### config.mk
export PLATFORM = sky130hd
export DESIGN_NAME = hilbert_9d_index_transcoder
export DESIGN_NICKNAME = d
export VERILOG_FILES = /design/src/hdl/hilb9_pkg.sv /design/src/hdl/hilb9_front.sv /design/src/hdl/hilb9_level.sv /design/src/hdl/hilb9_back.sv /design/src/hdl/hilbert_9d_index_transcoder.sv
export SDC_FILE = /design/constraint.sdc
export NUM_CORES = 1
export LEC_CHECK = 0
export ABC_CLOCK_PERIOD_IN_PS = 5300
export BUFFER_PORTS_ARGS = -buffer_cell sky130_fd_sc_hd__buf_2
export CAP_MARGIN = 40
export CORE_ASPECT_RATIO = 1.5
export CORE_UTILIZATION = 39
export CTS_BUF_LIST = sky130_fd_sc_hd__clkbuf_16
export DETAILED_ROUTE_END_ITERATION = 8
export GPL_TIMING_DRIVEN = 0
export SLEW_MARGIN = 20
export SYNTH_ARGS = -nofsm -noshare
export SYNTH_HDL_FRONTEND = slang
export SYNTH_HIERARCHICAL = 1
export SYNTH_SLANG_ARGS = --single-unit
### constraint.sdc
create_clock -name clk -period 5.3 [get_ports clk]
set_clock_uncertainty 0.05 [all_clocks]
set_input_delay 0.265 -clock clk [delete_from_list [all_inputs] [get_ports clk]]
set_output_delay 0.265 -clock clk [all_outputs]
set_load 0.01 [all_outputs]
### src/hdl/hilb9_pkg.sv
// Shared types, constants and the axis step function of the Hilbert transcoder.
`timescale 1ns / 1ps

package hilb9_pkg;

  localparam int COORD_W  = 7;   // coordinate port width
  localparam int IDX_W    = 63;  // Hilbert index port width
  localparam int ORD_W    = 3;   // curve order register width
  localparam int MAX_DIMS = 9;   // coordinate ports on the block
  localparam int DIM_IW   = 4;   // index into a coordinate array

  typedef logic [1:0] status_t;
  localparam status_t ST_OK        = 2'd0;
  localparam status_t ST_COORD_ERR = 2'd1;
  localparam status_t ST_INDEX_ERR = 2'd2;

  typedef logic [COORD_W-1:0] coord_t;
  typedef coord_t [MAX_DIMS-1:0] coord_arr_t;

  // One request as it travels down the pipe.
  typedef struct packed {
    logic       dec;     // 1: index to coordinates
    status_t    status;
    coord_arr_t x;       // transposed working vector
  } stage_t;

  // One finished result.
  typedef struct packed {
    status_t          status;
    logic [IDX_W-1:0] index;
    coord_arr_t       pos;
  } res_t;

  // Exchange or flip the bits below q between axis 0 and axis i.
  function automatic coord_arr_t axis_step(coord_arr_t x, logic [DIM_IW-1:0] i, coord_t q);
    coord_arr_t y;
    coord_t     p;
    coord_t     t;
    y = x;
    p = q - coord_t'(1);
    if ((x[i] & q) != '0) begin
      y[0] = x[0] ^ p;
    end else begin
      t    = (x[0] ^ x[i]) & p;
      y[0] = x[0] ^ t;
      y[i] = x[i] ^ t;
    end
    return y;
  endfunction

endpackage

### src/hdl/hilb9_front.sv
// Entry stage: range check, index unpacking and inverse Gray step for decode.
`timescale 1ns / 1ps

module hilb9_front #(
  parameter int NUM_DIMS  = 9,
  parameter int MAX_ORDER = 7
) (
  input  logic                               clk,
  input  logic                               rst_n,
  input  logic [hilb9_pkg::ORD_W-1:0]        ord,
  input  logic                               vld_i,
  output logic                               ready_o,
  input  logic                               req_type,
  input  hilb9_pkg::coord_arr_t              coord_i,
  input  logic [hilb9_pkg::IDX_W-1:0]        index_i,
  output logic                               vld_o,
  input  logic                               ready_i,
  output hilb9_pkg::stage_t                  d_o
);
  import hilb9_pkg::*;

  logic          vld_r;
  stage_t        d_r;
  stage_t        d_nxt;
  logic [COORD_W:0] lim;
  logic          over;
  coord_t        t;

  always_comb begin
    d_nxt     = '0;
    d_nxt.dec = req_type;
    over      = 1'b0;
    t         = '0;
    lim       = (COORD_W+1)'(1) << ord;
    if (!req_type) begin
      for (int i = 0; i < NUM_DIMS; i++) begin
        d_nxt.x[i] = coord_i[i];
        if ({1'b0, coord_i[i]} >= lim) over = 1'b1;
      end
      d_nxt.status = over ? ST_COORD_ERR : ST_OK;
    end else begin
      for (int j = 0; j < IDX_W; j++) begin
        if (index_i[j] && (j >= NUM_DIMS * int'(ord))) over = 1'b1;
      end
      // dimension 0 holds the more significant bit of each level
      for (int b = 0; b < MAX_ORDER; b++) begin
        for (int i = 0; i < NUM_DIMS; i++) begin
          d_nxt.x[i][b] = index_i[b*NUM_DIMS + NUM_DIMS - 1 - i];
        end
      end
      // inverse Gray code
      t = d_nxt.x[NUM_DIMS-1] >> 1;
      for (int i = NUM_DIMS - 1; i > 0; i--) begin
        d_nxt.x[i] = d_nxt.x[i] ^ d_nxt.x[i-1];
      end
      d_nxt.x[0]   = d_nxt.x[0] ^ t;
      d_nxt.status = over ? ST_INDEX_ERR : ST_OK;
    end
  end

  assign ready_o = !vld_r || ready_i;

  always_ff @(posedge clk) begin
    if (!rst_n) begin
      vld_r <= 1'b0;
    end else if (ready_o) begin
      vld_r <= vld_i;
    end
  end

  always_ff @(posedge clk) begin
    if (ready_o && vld_i) begin
      d_r <= d_nxt;
    end
  end

  assign vld_o = vld_r;
  assign d_o   = d_r;

endmodule

### src/hdl/hilb9_level.sv
// One bit level of axis exchanges and flips, forward for encode, reverse for decode.
`timescale 1ns / 1ps

module hilb9_level #(
  parameter int NUM_DIMS  = 9,
  parameter int MAX_ORDER = 7,
  parameter int LEVEL     = 0
) (
  input  logic                        clk,
  input  logic                        rst_n,
  input  logic [hilb9_pkg::ORD_W-1:0] ord,
  input  logic                        vld_i,
  output logic                        ready_o,
  input  hilb9_pkg::stage_t           d_i,
  output logic                        vld_o,
  input  logic                        ready_i,
  output hilb9_pkg::stage_t           d_o
);
  import hilb9_pkg::*;

  // encode walks levels from the top, decode from the bottom
  localparam int     K_ENC = MAX_ORDER - 1 - LEVEL;
  localparam int     K_DEC = LEVEL + 1;
  localparam coord_t Q_ENC = coord_t'(1 << K_ENC);
  localparam coord_t Q_DEC = coord_t'(1 << K_DEC);

  logic   vld_r;
  stage_t d_r;
  stage_t d_nxt;
  logic   enc_en;
  logic   dec_en;

  assign enc_en = !d_i.dec && (K_ENC >= 1) && (int'(ord) > K_ENC);
  assign dec_en = d_i.dec && (int'(ord) > K_DEC);

  always_comb begin
    d_nxt = d_i;
    if (enc_en) begin
      for (int i = 0; i < NUM_DIMS; i++) begin
        d_nxt.x = axis_step(d_nxt.x, DIM_IW'(i), Q_ENC);
      end
    end else if (dec_en) begin
      for (int i = NUM_DIMS - 1; i >= 0; i--) begin
        d_nxt.x = axis_step(d_nxt.x, DIM_IW'(i), Q_DEC);
      end
    end
  end

  assign ready_o = !vld_r || ready_i;

  always_ff @(posedge clk) begin
    if (!rst_n) begin
      vld_r <= 1'b0;
    end else if (ready_o) begin
      vld_r <= vld_i;
    end
  end

  always_ff @(posedge clk) begin
    if (ready_o && vld_i) begin
      d_r <= d_nxt;
    end
  end

  assign vld_o = vld_r;
  assign d_o   = d_r;

endmodule

### src/hdl/hilb9_back.sv
// Exit stage: Gray code and bit interleave for encode, result register.
`timescale 1ns / 1ps

module hilb9_back #(
  parameter int NUM_DIMS  = 9,
  parameter int MAX_ORDER = 7
) (
  input  logic              clk,
  input  logic              rst_n,
  input  logic              vld_i,
  output logic              ready_o,
  input  hilb9_pkg::stage_t d_i,
  output logic              vld_o,
  input  logic              ready_i,
  output hilb9_pkg::res_t   res_o
);
  import hilb9_pkg::*;

  logic             vld_r;
  res_t             res_r;
  res_t             res_nxt;
  coord_arr_t       x;
  coord_t           t;
  logic [IDX_W-1:0] idx;
  logic             ok;

  always_comb begin
    x = d_i.x;
    t = '0;
    // Gray code over the transposed vector
    for (int i = 1; i < NUM_DIMS; i++) begin
      x[i] = x[i] ^ x[i-1];
    end
    for (int k = COORD_W - 1; k >= 1; k--) begin
      if (x[NUM_DIMS-1][k]) t = t ^ coord_t'((1 << k) - 1);
    end
    for (int i = 0; i < NUM_DIMS; i++) begin
      x[i] = x[i] ^ t;
    end
    // MSB-first interleave, dimension 0 first within a level
    idx = '0;
    for (int b = 0; b < MAX_ORDER; b++) begin
      for (int i = 0; i < NUM_DIMS; i++) begin
        idx[b*NUM_DIMS + NUM_DIMS - 1 - i] = x[i][b];
      end
    end
    ok             = (d_i.status == ST_OK);
    res_nxt.status = d_i.status;
    res_nxt.index  = (ok && !d_i.dec) ? idx : '0;
    res_nxt.pos    = (ok && d_i.dec) ? d_i.x : '0;
  end

  assign ready_o = !vld_r || ready_i;

  always_ff @(posedge clk) begin
    if (!rst_n) begin
      vld_r <= 1'b0;
    end else if (ready_o) begin
      vld_r <= vld_i;
    end
  end

  always_ff @(posedge clk) begin
    if (ready_o && vld_i) begin
      res_r <= res_nxt;
    end
  end

  assign vld_o = vld_r;
  assign res_o = res_r;

endmodule

### src/hdl/hilbert_9d_index_transcoder.sv
// Top level of the nine-dimension Hilbert index transcoder.
`timescale 1ns / 1ps
//
// Converts NUM_DIMS coordinates of curve_order bits into a Hilbert index
// (in_req_type 0) or an index back into coordinates (in_req_type 1).
// Input and output channels are valid/ready; a request is taken on an edge
// with in_valid and in_ready high, a result leaves with out_valid and
// out_ready high. cfg_wr_en with cfg_wr_data sets curve_order (0 acts as
// 1, values above MAX_ORDER act as MAX_ORDER); write it only while idle.
// Pipeline: one entry stage (range check, unpack, inverse Gray), one stage
// per bit level of axis exchanges (MAX_ORDER-1 of them, at least one), and
// one exit stage (Gray code, interleave, result register). The pipe takes
// one request every cycle while out_ready does not stall it.
// Each stage holds its own valid bit; a stalled receiver backs the pipe up
// stage by stage, and bubbles are squeezed out, so in_ready drops only once
// every stage holds a request. Nothing is dropped or repeated.
// Reset empties the pipe and sets curve_order to 7 (clamped to MAX_ORDER).
// Out-of-range requests return status 1 or 2 with all other fields zero.
//
module hilbert_9d_index_transcoder #(
  parameter int NUM_DIMS  = 9,
  parameter int MAX_ORDER = 7
) (
  input  logic        clk,
  input  logic        rst_n,
  input  logic        cfg_wr_en,
  input  logic [2:0]  cfg_wr_data,
  input  logic        in_valid,
  output logic        in_ready,
  input  logic        in_req_type,
  input  logic [6:0]  in_coord_0,
  input  logic [6:0]  in_coord_1,
  input  logic [6:0]  in_coord_2,
  input  logic [6:0]  in_coord_3,
  input  logic [6:0]  in_coord_4,
  input  logic [6:0]  in_coord_5,
  input  logic [6:0]  in_coord_6,
  input  logic [6:0]  in_coord_7,
  input  logic [6:0]  in_coord_8,
  input  logic [62:0] in_index,
  output logic        out_valid,
  input  logic        out_ready,
  output logic [1:0]  out_status,
  output logic [62:0] out_hilbert_index,
  output logic [6:0]  out_pos_0,
  output logic [6:0]  out_pos_1,
  output logic [6:0]  out_pos_2,
  output logic [6:0]  out_pos_3,
  output logic [6:0]  out_pos_4,
  output logic [6:0]  out_pos_5,
  output logic [6:0]  out_pos_6,
  output logic [6:0]  out_pos_7,
  output logic [6:0]  out_pos_8
);
  import hilb9_pkg::*;

  localparam int NLVL = (MAX_ORDER > 1) ? MAX_ORDER - 1 : 1;
  localparam logic [ORD_W-1:0] ORD_MAX = ORD_W'(MAX_ORDER);

  // effective curve order, already clamped
  logic [ORD_W-1:0] ord_r;
  logic [ORD_W-1:0] ord_nxt;

  coord_arr_t coord_in;
  res_t       res;

  // stage k feeds level k; entry k = NLVL feeds the exit stage
  logic   vld [NLVL+1];
  logic   rdy [NLVL+1];
  stage_t dat [NLVL+1];

  always_comb begin
    ord_nxt = cfg_wr_data;
    if (ord_nxt == '0) ord_nxt = ORD_W'(1);
    if (ord_nxt > ORD_MAX) ord_nxt = ORD_MAX;
  end

  always_ff @(posedge clk) begin
    if (!rst_n) begin
      ord_r <= (ORD_MAX < ORD_W'(7)) ? ORD_MAX : ORD_W'(7);
    end else if (cfg_wr_en) begin
      ord_r <= ord_nxt;
    end
  end

  assign coord_in = {in_coord_8, in_coord_7, in_coord_6, in_coord_5, in_coord_4,
                     in_coord_3, in_coord_2, in_coord_1, in_coord_0};

  hilb9_front #(
    .NUM_DIMS  (NUM_DIMS),
    .MAX_ORDER (MAX_ORDER)
  ) u_front (
    .clk      (clk),
    .rst_n    (rst_n),
    .ord      (ord_r),
    .vld_i    (in_valid),
    .ready_o  (in_ready),
    .req_type (in_req_type),
    .coord_i  (coord_in),
    .index_i  (in_index),
    .vld_o    (vld[0]),
    .ready_i  (rdy[0]),
    .d_o      (dat[0])
  );

  for (genvar g = 0; g < NLVL; g++) begin : g_lvl
    hilb9_level #(
      .NUM_DIMS  (NUM_DIMS),
      .MAX_ORDER (MAX_ORDER),
      .LEVEL     (g)
    ) u_level (
      .clk     (clk),
      .rst_n   (rst_n),
      .ord     (ord_r),
      .vld_i   (vld[g]),
      .ready_o (rdy[g]),
      .d_i     (dat[g]),
      .vld_o   (vld[g+1]),
      .ready_i (rdy[g+1]),
      .d_o     (dat[g+1])
    );
  end

  hilb9_back #(
    .NUM_DIMS  (NUM_DIMS),
    .MAX_ORDER (MAX_ORDER)
  ) u_back (
    .clk     (clk),
    .rst_n   (rst_n),
    .vld_i   (vld[NLVL]),
    .ready_o (rdy[NLVL]),
    .d_i     (dat[NLVL]),
    .vld_o   (out_valid),
    .ready_i (out_ready),
    .res_o   (res)
  );

  assign out_status        = res.status;
  assign out_hilbert_index = res.index;
  assign out_pos_0         = res.pos[0];
  assign out_pos_1         = res.pos[1];
  assign out_pos_2         = res.pos[2];
  assign out_pos_3         = res.pos[3];
  assign out_pos_4         = res.pos[4];
  assign out_pos_5         = res.pos[5];
  assign out_pos_6         = res.pos[6];
  assign out_pos_7         = res.pos[7];
  assign out_pos_8         = res.pos[8];

  // an empty exit register means the whole ready chain is open
  a_ready_chain: assert property (@(posedge clk) disable iff (!rst_n)
    !out_valid |-> in_ready)
    else $error("in_ready low with empty result register");

  a_status_code: assert property (@(posedge clk) disable iff (!rst_n)
    out_valid |-> (out_status == ST_OK || out_status == ST_COORD_ERR ||
                   out_status == ST_INDEX_ERR))
    else $error("undefined status code");

  a_err_zero: assert property (@(posedge clk) disable iff (!rst_n)
    out_valid && out_status != ST_OK |->
      out_hilbert_index == '0 && res.pos == '0)
    else $error("error result carries data");

  a_one_kind: assert property (@(posedge clk) disable iff (!rst_n)
    out_valid && out_hilbert_index != '0 |-> res.pos == '0)
    else $error("encode result carries coordinates");

  a_ord_range: assert property (@(posedge clk) disable iff (!rst_n)
    $past(cfg_wr_en) |-> ord_r >= ORD_W'(1) && ord_r <= ORD_MAX)
    else $error("curve order outside clamp range");

endmodule

==> results by group, run 1 <==
Drt
  • Routed WL: around 120000 um
  • Total number of vias: about 27000
  • First drt pass iteration count: 5
  • DR DRC count: 0
  • Via density: roughly 5.7
  • DR iter-0 viols: roughly 1900
  • DR WL/cell: between 20 and 25 um
  • Routed Antenna Nets: 0

Global route
  • Global-route wire length before repair: 169000 um
  • GRT Util Overall: between 20% and 30%
  • Pin count of the biggest net entering global routing: 62
  • Vias in the first global route: 26970
  • GR Overflow Total: 0
  • Initial antenna violation count: 1

Floorplanning
  • Initial core utilization: between 30% and 40%
  • Core footprint: between 80000 and 90000 sq um
  • IO Pins: 265
  • Die Span Y: ~370 um
  • Die area: 89160 sq um
  • Die X-Extent: 244.1 um
  • Cell row count: 132

Synth
  • Post-synth EDFFs: between 500 and 600
  • Main flop type after synthesis: edfxtp_1
  • Dominant cells by area after synthesis: edfxtp_1 (52%), nor2_1 (4.0%), xnor2_1 (4.0%), a21oi_1 (3.5%), ha_1 (2.3%)
  • Fraction of registers with async set or reset after synthesis: 0%
  • Syn_nets: ~3300
  • Yosys warns: 6
  • Distinct cells, synth: approximately 130
  • Top-count cell post-synth: edfxtp_1
  • Mapped Area: roughly 34000 sq um
  • Synth top cells by count: edfxtp_1 (590), nor2_1 (368), a21oi_1 (241), nand2_1 (160), xnor2_1 (156)
  • Mapped Cells: roughly 3100
  • Sequential area share after synthesis: roughly 52%
  • Top cell type's share of synthesized area: roughly half
  • Synth area leader: edfxtp_1
  • Synth Register Bits: between 600 and 700
  • Mean Syn Cell Area: approximately 11 sq um

Status
  • Status: completed

Timing
  • Setup TNS: 0 ps
  • Fin crit period: ~4100 ps
  • Slew HR: between 30% and 40%
  • Final period utilization: between 70% and 80%
  • Unrepaired setup endpoints after global routing: no
  • PnR worst setup slack: 1153 ps
  • Hold WS: between 30 and 40 ps
  • Count of final setup violators: 0
  • Worst-Margin Slew: 947.7 ps
  • Final slew viol count: 0
  • Fmax: ~240 MHz
  • Final Hold Violating Endpoints: 0

Layout
  • Fraction of layout instances using a drive strength above 1: 16.27%
  • Area growth from synthesis to layout: 16.84%
  • Fin cells: 4742
  • # nets final: 3749
  • FILL cells: 8240
  • Area of the multi-input gates: roughly 15000 sq um
  • Area occupied by registers: approximately 18000 sq um
  • Final design utilization: around 46%

Critical path
  • Worst Path Arrival: 4440 ps
  • Maximum fanout along the worst path: 18
  • R2r setup slk: 1150 ps
  • Launching point of the worst reg2reg path: ord_r[1]$_SDFFE_PN1P_
  • R2R depth: 10
  • Critical path class: reg -> reg
  • Crit path launch type: register
  • CP Capture Type: register
  • Reg2reg end: u_front/d_o[63]$_SDFFCE_PP0P_
  • WP data required: around 5600 ps

Clock network
  • Post-CTS setup repair buffer count: 0
  • Worst-Skew Late Latency: about 670 ps
  • Root buf cell: clkbuf_16
  • CTS buffer count: 59
  • Clk sink count: 601
  • H-tree depth: 2
  • CTS tree: yes
  • CTS clk-pin slew, worst paths: roughly 70 ps
  • Worst-case clock buffer depth: 3

Place
  • Count of buffers from port buffering: around 260
  • Pre-CTS setup slack: around 1200 ps
  • Placed cells: between 4000 and 5000
  • GPL Wtd Cong: between 1 and 1.5
  • HPWL Detailed: 94220 um

Pwr
  • Seq pwr share: between 40% and 50%
  • Clk network pwr share: between 30% and 40%
  • Peak supply drop: 278.1 uV
  • Int Power: roughly 8.3 mW
  • PwrDens: between 200 and 300 nW/um^2
  • Logic pwr share: roughly 13%
  • Lkg Pwr: about 14 nW
  • Sw Share: between 20% and 30%
  • Switching Power: between 2 and 3 mW

Hold path
  • Hold Startpoint: in_coord_6[4]
  • Worst min-delay path category: in -> reg
  • WHS Path Cells: 3
  • Worst min-delay path endpoint: u_front/d_o[46]$_DFFE_PP_

Flow run
  • Max Cap Viol: 0
-- placed cells by master (no fill, tap or decap), types with 79 or more instances in the layout --
cell type	instances
edfxtp_1	590
nor2_1	368
buf_2	311
a21oi_1	241
nand2_1	160
xnor2_1	156
o21ai_0	124
and2_1	93
nand2b_1	86
clkbuf_1	85
a31oi_1	85
nor2b_1	79
-- routing by layer --
metal	GRT usage (%)	wire [um]
met3	2.608	4500
met4	21.72	11010
met2	51.31	64060
met1	22.99	37030
met5	0	0
-- cells by family (layout without fill, tap and decap cells) --
kind of cell / Yosys count / count (layout) / synth area share (%)
DFF: 601 / 601 / 52.30
and+or+nand+nor: 1108 / 1108 / 16.56
other: 0 / 1 / 0
muxes: 88 / 88 / 2.692
AOI/OAI and AO/OA: 837 / 837 / 16.42
adders and majority gates: 63 / 63 / 2.298
xor gates and xnor gates: 216 / 216 / 6.683
buffers and inverters: 229 / 689 / 3.050
-- sequential cells by signal (all words and copies together), names as in the netlist --
name                 count
u_front/d_o             66
ord_r                    3
g_lvl.u_level/vld_o      6
u_back/res_o           128
u_front/vld_o            1
g_lvl.u_level/d_o      396
u_back/vld_o             1
-- worst max-delay path, stage by stage, from the launching register on --
cell and delay [ps]:
dfxtp_2 590, buf_16 220, clkdlybuf4s15_1 460, and2_2 250
nand2_1 220, ha_1 410, a222oi_1 340, o21ai_1 110
or4_1 570, nor4_1 400, a221oi_1 230
-- power by group through the flow --
stage / clock network [mW] / logic (mW) / registers (mW)
CTS: 4.34 / 1.38 / 5.54
global route: 4.50 / 1.50 / 5.55
finish: 4.24 / 1.40 / 5.54
global placement: 0 / 1.31 / 5.65
floorplan: 0 / 0.864 / 5.55
detailed placement: 0 / 1.33 / 5.64
-- worst max path at each step --
stage	start	cells past startpoint	end
2_1_floorplan	u_back/vld_o$_SDFFE_PN0N_	2	u_back/res_o[0]$_SDFFCE_PN0P_
3_3_place_gp	out_ready	3	u_back/res_o[63]$_SDFFCE_PN0P_
3_5_place_dp	ord_r[1]$_SDFFE_PN1P_	10	u_front/d_o[63]$_SDFFCE_PP0P_
4_1_cts	ord_r[1]$_SDFFE_PN1P_	10	u_front/d_o[63]$_SDFFCE_PP0P_
5_1_grt	ord_r[1]$_SDFFE_PN1P_	10	u_front/d_o[63]$_SDFFCE_PP0P_
6_report	ord_r[1]$_SDFFE_PN1P_	10	u_front/d_o[63]$_SDFFCE_PP0P_
-- metrics by stage --
stage / total power [mW] / instance area (sq um)
after floorplan: 6.418 / 34300
after global placement: 6.961 / 37040
after detailed placement: 6.975 / 37430
after CTS: 11.26 / 40070
after global routing: 11.55 / 40070
final: 11.19 / 40070
-- layout make-up --
type                    instances  share of cell area [%]
well taps                    1139                   3.556
clock buffers                  59                   3.684
flip-flops and latches        601                   44.78
inverters                      69                  0.6463
plain buffers                 160                   1.964
clock inverters                53                   1.268
repair buffers                348                   5.817
diodes                          1                0.006245
multi-input cells            2312                   38.28
-- repair_timing --
action | 4_1_cts | 5_1_grt
resized for setup | 0 | 0
hold buffers | 65 | 0
hold endpoints to repair | 57 | 0
No activity file was read; power rests on OpenSTA's default activity.
==> run 2, diff against run 1 <==
Settings changed: ABC_CLOCK_PERIOD_IN_PS 5300 to 4200.
Clock period 5.3 ns to 4.2 ns, I/O delays scaled along.
==> run 2 against run 1 <==
Die area unchanged. Clock power rose by 26%. Worst hold slack improved by 3.4 ps. Sequential share of layout area decreased by 0.53 points. Power up 27%. First-iteration DRC count increased by 2.4%. Via count up 0.88%. Fmax up 3.6%. Critical path depth did not move. Design area up 1.2%.
==> results by group, run 2 (synthesis results as in run 1) <==
Status
  • Status: completed (unchanged)

Critical path
  • R2R depth: 10 (unchanged)
  • Worst-path cell chain: buf_16 > clkdlybuf4s18_2 > inv_1 > nand2_1 > ha_1 > a222oi_1 > o21ai_1 > or4_1 > nor4_1 > a221oi_1 (was buf_16 > clkdlybuf4s15_1 > and2_2 > nand2_1 > ha_1 > a222oi_1 > o21ai_1 > or4_1 > nor4_1 > a221oi_1)
  • Critical-path top delay cell: or4_1 (was dfxtp_2)
  • Launching point of the worst reg2reg path: ord_r[0]$_SDFFE_PN1P_ (was ord_r[1]$_SDFFE_PN1P_)
  • Worst stage delay on the critical path: 570 ps (was 590 ps)
  • Crit path launch type: register (unchanged)
  • Worst setup path end: u_front/d_o[63]$_SDFFCE_PP0P_ (unchanged)
  • Reg2reg end: u_front/d_o[63]$_SDFFCE_PP0P_ (unchanged)
  • Kind of cell adding the most delay to the critical path: simple AND/OR/NAND/NOR gates (unchanged)
  • Critical Path Stages: 10 (unchanged)
  • R2r setup slk: 200 ps (was 1150 ps)
  • Crit. Startpoint: ord_r[0]$_SDFFE_PN1P_ (was ord_r[1]$_SDFFE_PN1P_)
  • Maximum fanout along the worst path: 12 (was 18)
  • Critical path class: reg -> reg (unchanged)
  • CP Capture Type: register (unchanged)
  • Buffer and inverter count on the worst path: 3 (was 2)
  • Worst Path Arrival: 4300 ps (was 4440 ps)
  • WP data required: 4500 ps (was 5600 ps)

Floorplanning
  • Initial core utilization: 39.56% (unchanged)
  • Die area: 89160 sq um (unchanged)
  • Die X-Extent: 244.1 um (unchanged)
  • Core footprint: 86710 sq um (unchanged)
  • Cell row count: 132 (unchanged)
  • Die Span Y: 365.2 um (unchanged)
  • IO Pins: 265 (unchanged)

Clock network
  • CTS clk-pin slew, worst paths: 70 ps (about the same)
  • Root buf cell: clkbuf_16 (unchanged)
  • Clk sink count: 601 (unchanged)
  • Post-CTS setup repair buffer count: 0 (unchanged)
  • Worst-Skew Late Latency: 670 ps (about the same)
  • H-tree depth: 2 (unchanged)
  • Worst-case clock buffer depth: 3 (unchanged)
  • CTS buffer count: 59 (unchanged)
  • CTS tree: yes (unchanged)

Drt
  • DR WL/cell: 24.42 um (was 24.59 um)
  • First drt pass iteration count: 6 (was 5)
  • DR iter-0 viols: 1989 (was 1943)
  • DR DRC count: 0 (unchanged)
  • Total number of vias: 27040 (was 26810)
  • Routed WL: 117000 um (was 116600 um)
  • Routed Antenna Nets: 0 (unchanged)
  • Via density: 5.646 (was 5.653)

Timing
  • Final slew viol count: 0 (unchanged)
  • Unrepaired setup endpoints after global routing: no (unchanged)
  • Count of final setup violators: 0 (unchanged)
  • Final Hold Violating Endpoints: 0 (unchanged)
  • Setup TNS: 0 ps (unchanged)
  • Worst-Margin Slew: 936.1 ps (was 947.7 ps)
  • Hold WS: 35.28 ps (was 31.87 ps)
  • Fin crit period: 4001 ps (was 4147 ps)
  • Slew HR: 37.46% (was 36.68%)
  • Final period utilization: 95.27% (was 78.25%)
  • Fmax: 249.9 MHz (was 241.1 MHz)
  • PnR worst setup slack: 198.5 ps (was 1153 ps)

Pwr
  • Seq pwr share: 49.4% (was 49.5%)
  • PwrDens: 349.3 nW/um^2 (was 279.2 nW/um^2)
  • Peak supply drop: 349.7 uV (was 278.1 uV)
  • Lkg Pwr: 14.53 nW (was 14.34 nW)
  • Clk network pwr share: 37.8% (was 37.9%)
  • Int Power: 10.49 mW (was 8.276 mW)
  • Sw Share: 25.96% (was 26.02%)
  • Switching Power: 3.679 mW (was 2.911 mW)
  • Logic pwr share: 12.9% (was 12.5%)

Layout
  • Fraction of layout instances using a drive strength above 1: 16.05% (was 16.27%)
  • Largest register FFs: 396 (unchanged)
  • # nets final: 3797 (was 3749)
  • Final design utilization: 46.77% (was 46.22%)
  • Fin cells: 4790 (was 4742)
  • Most frequent cells in the layout: edfxtp_1 (590), nor2_1 (368), buf_2 (311) (unchanged)
  • Area growth from synthesis to layout: 18.24% (was 16.84%)
  • Commonest non-fill, non-tap cell in the layout: edfxtp_1 (unchanged)

Hold path
  • Worst min-delay path category: in -> reg (unchanged)

Place
  • Count of buffers from port buffering: 264 (unchanged)
  • HPWL Detailed: 94220 um (unchanged)
  • Placed cells: 4564 (unchanged)
  • Pre-CTS setup slack: 113.7 ps (was 1214 ps)
  • GPL Wtd Cong: 1.007 (unchanged)

Global route
  • GRT Util Overall: 25.88% (was 25.82%)
  • Pin count of the biggest net entering global routing: 62 (unchanged)
  • Initial antenna violation count: 1 (unchanged)
  • GR Overflow Total: 0 (unchanged)
  • Vias in the first global route: 27190 (was 26970)
  • Global-route wire length before repair: 169700 um (was 169000 um)

Flow run
  • Max Cap Viol: 0 (unchanged)
==> run 2: tightest hold or removal path, delay by kind of cell <==
family / cells / cell delay (ps)
compound gates: 1 / 90
buf+inv: 1 / 130
xor+xnor: 1 / 140
==> run 2: stage by stage <==
stage / power (mW) / cell area (sq um)
3_5_place_dp: 8.802 / 37430
2_1_floorplan: 8.099 / 34300
5_1_grt: 14.64 / 40560
6_report: 14.17 / 40560
4_1_cts: 14.27 / 40550
3_3_place_gp: 8.784 / 37040
==> run 2: worst min path at each step <==
stage | from | end | slack [ps] | cells after the start
6_report | in_index[61] | u_front/d_o[20]$_DFFE_PP_ | 40 | 3
5_1_grt | in_coord_7[2] | u_front/d_o[51]$_DFFE_PP_ | 10 | 3
4_1_cts | in_index[60] | u_front/d_o[20]$_DFFE_PP_ | 2 | 3
3_5_place_dp | g_lvl[0].u_level/d_o[6]$_DFFE_PP_ | g_lvl[1].u_level/d_o[6]$_DFFE_PP_ | 350 | 0
3_3_place_gp | u_front/d_o[64]$_SDFFCE_PN0P_ | g_lvl[0].u_level/d_o[64]$_DFFE_PP_ | 350 | 0
2_1_floorplan | rst_n | ord_r[1]$_SDFFE_PN1P_ | 220 | 1
==> run 2: power groups by stage <==
stage | registers [mW] | logic (mW) | clock network [mW]
2_1_floorplan | 7.01 | 1.09 | 0
3_3_place_gp | 7.14 | 1.65 | 0
3_5_place_dp | 7.12 | 1.68 | 0
4_1_cts | 6.99 | 1.79 | 5.48
5_1_grt | 7.00 | 1.95 | 5.68
6_report | 6.99 | 1.83 | 5.35
==> run 2: area by class of cell <==
cell class	instances	area, sq um
fill	8189	46150
sequential	601	17950
multi-input combinational	2312	15340
timing repair buffer	396	2811
clock buffer	59	1476
tap	1139	1425
buffer	160	787.0
clock inverter	53	508.0
inverter	69	259.0
antenna	1	2.502
==> run 2: what timing repair did <==
| item | CTS | global route |
|---|---|---|
| gates resized for setup | 0 | 1 |
| hold buffers | 113 | 0 |
| setup endpoints to repair | 0 | 1 |
| hold endpoints to repair | 84 | 0 |
==> run 2: metal layers <==
metal | track usage [%] | vias to the layer above | wire length [um]
met3 | 2.535 | 409 | 4136
met2 | 51.64 | 1055 | 64400
met5 | 0 | - | 0
met4 | 21.42 | 0 | 10890
met1 | 23.05 | 12880 | 37560
li1 | - | 12700 | -
